## src/rtl/moa_pkg.sv

```systemverilog
// shared constants, types and helper functions of the ownership accounting block
`timescale 1ns / 1ps
`default_nettype none

package moa_pkg;

  // sizing
  localparam int NUM_PROCS    = 16;
  localparam int NUM_NODES    = 64;
  localparam int NODE_ID_BITS = 48;
  localparam int COUNT_BITS   = 40;

  localparam int PROC_BITS  = $clog2(NUM_PROCS);
  localparam int IDX_BITS   = $clog2(NUM_NODES);
  localparam int SWEEP_BITS = $clog2(NUM_NODES + 1);
  localparam int SUM_BITS   = ((COUNT_BITS > 32) ? COUNT_BITS : 32) + 1;

  // port field widths
  localparam int CMD_W    = 3;
  localparam int PID_W    = 4;
  localparam int NID_W    = 48;
  localparam int BYTES_W  = 32;
  localparam int STATUS_W = 2;
  localparam int TOTAL_W  = 40;

  localparam logic [COUNT_BITS-1:0] CNT_MAX = '1;

  // command codes
  localparam logic [CMD_W-1:0] CMD_WRITE   = 3'd0;
  localparam logic [CMD_W-1:0] CMD_DELETE  = 3'd1;
  localparam logic [CMD_W-1:0] CMD_RELEASE = 3'd2;
  localparam logic [CMD_W-1:0] CMD_FORK    = 3'd3;
  localparam logic [CMD_W-1:0] CMD_QUERY   = 3'd4;
  localparam logic [CMD_W-1:0] CMD_CLEAR   = 3'd5;

  // status codes
  localparam logic [STATUS_W-1:0] ST_OK       = 2'd0;
  localparam logic [STATUS_W-1:0] ST_FULL     = 2'd1;
  localparam logic [STATUS_W-1:0] ST_NOTFOUND = 2'd2;
  localparam logic [STATUS_W-1:0] ST_SKIPPED  = 2'd3;

  // which process the counter port addresses
  typedef enum logic [1:0] {
    PSEL_PID   = 2'd0,
    PSEL_CHILD = 2'd1,
    PSEL_OWNER = 2'd2
  } proc_sel_t;

  // controller to datapath commands
  typedef struct packed {
    logic                load;
    logic                match_en;
    logic                encode_en;
    logic                credit_en;
    logic                charge_en;
    logic                amt_size;
    logic                entry_write;
    logic                entry_free;
    logic                sweep_en;
    logic                zero_pid;
    logic                clear_all;
    logic                report_en;
    proc_sel_t           proc_sel;
    logic [STATUS_W-1:0] status;
  } moa_cmd_t;

  // datapath to controller status
  typedef struct packed {
    logic hit;
    logic full;
    logic owner_is_pid;
    logic sweep_done;
  } moa_stat_t;

  // process index from a pid field, reduced modulo the process count
  function automatic logic [PROC_BITS-1:0] proc_of(input logic [PID_W-1:0] p);
    logic [PID_W-1:0]           r;
    logic [PID_W+PROC_BITS-1:0] w;
    r = p;
    for (int i = 0; i < 8; i++) begin
      if (int'(r) >= NUM_PROCS) begin
        r = r - PID_W'(NUM_PROCS);
      end
    end
    w = {{PROC_BITS{1'b0}}, r};
    return w[PROC_BITS-1:0];
  endfunction

  // process index back to the pid port width
  function automatic logic [PID_W-1:0] pid_out(input logic [PROC_BITS-1:0] p);
    logic [PID_W+PROC_BITS-1:0] w;
    w = {{PID_W{1'b0}}, p};
    return w[PID_W-1:0];
  endfunction

  // stored node key from the node id port
  function automatic logic [NODE_ID_BITS-1:0] key_of(input logic [NID_W-1:0] n);
    logic [NODE_ID_BITS+NID_W-1:0] w;
    w = {{NODE_ID_BITS{1'b0}}, n};
    return w[NODE_ID_BITS-1:0];
  endfunction

  // counter value to the total port width
  function automatic logic [TOTAL_W-1:0] total_out(input logic [COUNT_BITS-1:0] c);
    logic [COUNT_BITS+TOTAL_W-1:0] w;
    w = {{TOTAL_W{1'b0}}, c};
    return w[TOTAL_W-1:0];
  endfunction

endpackage

`default_nettype wire

```

## src/rtl/moa_ctrl.sv

```systemverilog
// sequencer of the ownership accounting block
`timescale 1ns / 1ps
`default_nettype none

module moa_ctrl (
  input  wire logic                     clk,
  input  wire logic                     rst,
  input  wire logic                     start,
  input  wire logic [moa_pkg::CMD_W-1:0] command,
  output logic                          busy,
  output moa_pkg::moa_cmd_t             cmd,
  input  moa_pkg::moa_stat_t            stat
);

  typedef enum logic [8:0] {
    S_IDLE   = 9'b000000001,
    S_MATCH  = 9'b000000010,
    S_ENCODE = 9'b000000100,
    S_READ   = 9'b000001000,
    S_EXEC   = 9'b000010000,
    S_CHARGE = 9'b000100000,
    S_SWEEP  = 9'b001000000,
    S_CLEAR  = 9'b010000000,
    S_REPORT = 9'b100000000
  } state_t;

  state_t                         state, state_next;
  logic [moa_pkg::CMD_W-1:0]      cmd_r, cmd_r_next;
  logic [moa_pkg::STATUS_W-1:0]   status_r, status_r_next;
  moa_pkg::proc_sel_t             who_r, who_r_next;

  assign busy = (state != S_IDLE);

  // state and item registers
  always_ff @(posedge clk) begin
    if (rst) begin
      state    <= S_IDLE;
      cmd_r    <= moa_pkg::CMD_QUERY;
      status_r <= moa_pkg::ST_OK;
      who_r    <= moa_pkg::PSEL_PID;
    end else begin
      state    <= state_next;
      cmd_r    <= cmd_r_next;
      status_r <= status_r_next;
      who_r    <= who_r_next;
    end
  end

  // next state and datapath commands
  always_comb begin
    state_next    = state;
    cmd_r_next    = cmd_r;
    status_r_next = status_r;
    who_r_next    = who_r;
    cmd           = '0;
    cmd.proc_sel  = moa_pkg::PSEL_PID;
    cmd.status    = status_r;
    case (state)
      S_IDLE: begin
        if (start) begin
          cmd.load      = 1'b1;
          cmd_r_next    = command;
          status_r_next = moa_pkg::ST_OK;
          who_r_next    = (command == moa_pkg::CMD_FORK) ? moa_pkg::PSEL_CHILD
                                                         : moa_pkg::PSEL_PID;
          case (command)
            moa_pkg::CMD_WRITE,
            moa_pkg::CMD_DELETE,
            moa_pkg::CMD_FORK:    state_next = S_MATCH;
            moa_pkg::CMD_RELEASE: state_next = S_SWEEP;
            moa_pkg::CMD_CLEAR:   state_next = S_CLEAR;
            default:              state_next = S_REPORT;
          endcase
        end
      end
      S_MATCH: begin
        cmd.match_en = 1'b1;
        state_next   = S_ENCODE;
      end
      S_ENCODE: begin
        cmd.encode_en = 1'b1;
        state_next    = S_READ;
      end
      S_READ: begin
        state_next = S_EXEC;
      end
      S_EXEC: begin
        state_next = S_REPORT;
        case (cmd_r)
          moa_pkg::CMD_WRITE: begin
            if (stat.hit) begin
              // old owner gives back the recorded size first
              cmd.credit_en = 1'b1;
              cmd.proc_sel  = moa_pkg::PSEL_OWNER;
              cmd.amt_size  = 1'b1;
              state_next    = S_CHARGE;
            end else if (stat.full) begin
              status_r_next = moa_pkg::ST_FULL;
            end else begin
              state_next = S_CHARGE;
            end
          end
          moa_pkg::CMD_DELETE: begin
            if (!stat.hit) begin
              status_r_next = moa_pkg::ST_NOTFOUND;
            end else begin
              cmd.credit_en  = 1'b1;
              cmd.proc_sel   = moa_pkg::PSEL_OWNER;
              cmd.amt_size   = 1'b1;
              cmd.entry_free = 1'b1;
              who_r_next     = moa_pkg::PSEL_OWNER;
            end
          end
          moa_pkg::CMD_FORK: begin
            if (!stat.hit) begin
              status_r_next = moa_pkg::ST_NOTFOUND;
            end else if (!stat.owner_is_pid) begin
              status_r_next = moa_pkg::ST_SKIPPED;
            end else begin
              state_next = S_CHARGE;
            end
          end
          default: begin
            state_next = S_REPORT;
          end
        endcase
      end
      S_CHARGE: begin
        cmd.charge_en = 1'b1;
        if (cmd_r == moa_pkg::CMD_FORK) begin
          cmd.proc_sel = moa_pkg::PSEL_CHILD;
          cmd.amt_size = 1'b1;
        end else begin
          cmd.entry_write = 1'b1;
        end
        state_next = S_REPORT;
      end
      S_SWEEP: begin
        cmd.sweep_en = 1'b1;
        if (stat.sweep_done) begin
          cmd.zero_pid = 1'b1;
          state_next   = S_REPORT;
        end
      end
      S_CLEAR: begin
        cmd.clear_all = 1'b1;
        state_next    = S_REPORT;
      end
      S_REPORT: begin
        cmd.report_en = 1'b1;
        cmd.proc_sel  = who_r;
        state_next    = S_IDLE;
      end
      default: begin
        state_next = S_IDLE;
      end
    endcase
  end

endmodule

`default_nettype wire

```

## config.mk

```make
export PLATFORM = sky130hd
export DESIGN_NAME = moa_ctrl
export DESIGN_NICKNAME = d
export VERILOG_FILES = /design/src/rtl/moa_pkg.sv /design/src/rtl/moa_ctrl.sv
export SDC_FILE = /design/constraint.sdc
export NUM_CORES = 1
export LEC_CHECK = 0
export BUFFER_PORTS_ARGS = -buffer_cell sky130_fd_sc_hd__clkbuf_2
export CORE_ASPECT_RATIO = 0.75
export CORE_MARGIN = 2
export CORE_UTILIZATION = 35
export DETAILED_ROUTE_END_ITERATION = 10
export PLACE_DENSITY_LB_ADDON = 0.3
export SKIP_LAST_GASP = 1
export SYNTH_ARGS = -nofsm -noshare
export SYNTH_HDL_FRONTEND = slang
export SYNTH_SLANG_ARGS = --single-unit
```

## constraint.sdc

```tcl
create_clock -name clk -period 2.2 [get_ports clk]
set_input_delay 0.33 -clock clk [delete_from_list [all_inputs] [get_ports clk]]
set_output_delay 0.33 -clock clk [all_outputs]
set_load 0.005 [all_outputs]
```

==> impl_metrics.tcl <==
set metrics [dict create \
    wire_per_inst_um 13.1 \
    synth-seq-cells 16 \
    intPower_uw 508 \
    clk_latency_ns 0.30 \
    cp_data_required_time_ns 1.87 \
    path_clk_slew_ns 0.11 \
    htree_levels 1 \
    finClkSkew_ns 0.0208 \
    synth-edff-count 0 \
    port-buffer-count 26 \
    antenna_found_initial 0 \
    layout_setup_ws_ns -0.0565 \
    area_growth_pct 32.5 \
    synth_area_per_cell_um2 7.70 \
    syn-cell-area_um2 955 \
    cts_buffer_depth 2 \
    dieWidth_um 64.3 \
    via_per_inst 5.50 \
    seqPwrFrac_pct 44.8 \
    cts_buffers 3 \
    dp_hpwl_mm 1.95 \
    ys_async_sr_fraction_pct 0 \
    grt_usage_pct 16.5 \
    drv_cap 0 \
    maxSlewHeadroom_pct 69.6 \
    violations "negative setup slack" \
    gp_congestion 0.843 \
    core_um2 2600 \
    cts_sinks 16 \
    grt_pass1_wl_mm 4.15 \
    sw_frac_of_total_pct 33.0 \
    routed_wl_mm 2.54 \
    fillers 257 \
    status "complete, but fails checks" \
    synthCells 124 \
    timing.hold.ws_ns 0.260 \
    worst_ep_arrival_time_ns 1.93 \
    comb_power_share_pct 29.0 \
    multiInputGateArea_um2 642 \
    p_sw_uw 250 \
    dpl.cell_count 189 \
    cp-end-kind "primary output" \
    overflow 0 \
    drive_above_1_share_pct 32.9 \
    cp-start-kind "flip-flop" \
    root_buffer "clkbuf_4" \
    powerDensity_nw_per_um2 600 \
    grt_max_degree 12 \
    fmax_mhz 443 \
    instances_no_fill 194 \
    cts_tree "done" \
    die_y_um 49.2 \
    io_pins 27 \
    post-route-util_pct 48.6 \
    rsz0062_at_grt "true" \
    grt_pass1_vias 935 \
    final-setup-viol-count 3 \
    vdd_ir_drop_max_uv 394 \
    maxSlewViolCount 0 \
    fin_crit_sh_pct 103 \
    ant_nets 0 \
    critPathKind "reg -> out" \
    syn_nets 134 \
    yosys_warnings 0 \
    min_period_ns 2.26 \
    register_area_um2 329 \
    tightest_slew_ns 0.445 \
    rows 16 \
    path_max_fanout 4 \
    pwr-share-clk_pct 26.1 \
    hold_viol 0 \
    yosysSeqAreaShare_pct 33.6 \
    final_net_count 169 \
    num_vias 1067 \
    yosys_most_used_dff "dfxtp_1" \
    route.detailed.drc 0 \
    dieArea_um2 3170 \
    start_util_pct 36.7 \
    synth_cell_types 36 \
    min_path_type "in -> reg" \
    dr.first_iter.drc_count 74 \
    firstDrtPassIters 4 \
    diodes 0 \
    p_leak_nw 0.542 \
]
## layout by cell type (no fill, tap or decap), drive strengths merged, types with 2 or more instances in the layout
cell type / instances
buf: 8
nor3b: 2
o21a: 3
a21oi: 7
a32o: 2
nand2: 11
or4: 2
dfxtp: 16
nor2: 13
nor3: 4
nand3b: 3
a311oi: 2
o21ai: 5
a31oi: 2
inv: 10
mux2i: 2
clkbuf: 28
and4: 3
nor4: 5
nor2b: 3
a211oi: 2
o211ai: 2
nand3: 4
nand2b: 8
## routing by layer
| metal | wire length (um) | GRT usage [%] | share of wire (%) | vias up |
|---|---|---|---|---|
| met5 | 0 | 0 | 0 | - |
| met4 | 13 | 5.67 | 0.51 | 0 |
| met3 | 204 | 4.39 | 8.0 | 2 |
| met2 | 1130 | 25.3 | 44 | 37 |
| met1 | 1190 | 22.4 | 47 | 496 |
| li1 | - | - | - | 532 |
## cells in the mapped netlist, types with 3 or more instances
| master | count | area [um^2] |
|---|---|---|
| nor2_1 | 13 | 48.8 |
| nand2_1 | 11 | 41.3 |
| nand2b_1 | 8 | 50.1 |
| nand3_1 | 4 | 20.0 |
| inv_1 | 10 | 37.5 |
| o21a_1 | 3 | 22.5 |
| and4_1 | 3 | 26.3 |
| dfxtp_1 | 16 | 320 |
| nor2b_1 | 3 | 18.8 |
| o21ai_0 | 5 | 25.0 |
| nor3_1 | 4 | 20.0 |
| nand3b_1 | 3 | 22.5 |
| a21oi_1 | 7 | 35.0 |
| nor4_1 | 5 | 31.3 |
## cell families after synthesis
group	count (synthesis)	synth area share, %
AO/OA/AOI/OAI	29	21.1
XOR/XNOR	1	0.918
buffers and inverters	12	4.72
flip-flops	16	33.6
multiplexers	2	2.10
AND/OR/NAND/NOR	64	37.6
## final cells by class
class                           instances  share of cell area [%]
Clock buffer                            4                    2.87
Inverter                               10                    2.97
Timing Repair Buffer                   32                    13.8
Tap cell                               36                    3.56
Sequential cell                        16                    26.0
Multi-Input combinational cell         96                    50.7
## critical path, cell delays in order (launching register included)
cell,delay [ns]
dfxtp_4,0.38
or4_4,0.53
nand3b_1,0.22
nor3b_2,0.24
a32o_1,0.15
buf_2,0.11
## power groups by stage
stage / Sequential, mW / Combinational, mW / Clock [mW]
after global routing: 0.344 / 0.244 / 0.220
after global placement: 0.341 / 0.206 / 0
after floorplan: 0.329 / 0.143 / 0
final: 0.340 / 0.220 / 0.198
after detailed placement: 0.342 / 0.208 / 0
after CTS: 0.335 / 0.214 / 0.205
## metrics by stage
stage,power (mW),area (um^2),setup TNS (ns),setup WS [ns]
after global routing,0.808,1260,-0.667,-0.181
after CTS,0.753,1230,-0.210,-0.0997
after floorplan,0.472,955,0,0.258
after detailed placement,0.550,1160,0,0.143
after global placement,0.547,1160,0,0.165
final,0.759,1260,-0.106,-0.0565
## sequential cells by signal (all words and copies together) (netlist names)
| signal | flops |
|---|---|
| cmd_r | 3 |
| state | 9 |
| status_r | 2 |
| who_r | 2 |
## worst paths after layout
path / start / endpoint / slack (ns) / depth (start not counted)
worst min register to register: who_r[1] / who_r[1] / 0.49 / 2
worst max-delay path: state[5] / cmd[2] / -0.06 / 5
worst min-delay path: command[2] / state[1] / 0.26 / 2
worst max register to register: state[5] / status_r[1] / 0.12 / 5
## what timing repair did
item,4_1_cts,5_1_grt
setup buffers,1,0
setup endpoints to repair,7,8
pin swaps,3,3
hold buffers,0,0
gates resized for setup,8,9
No activity file was read; power rests on OpenSTA's default activity.
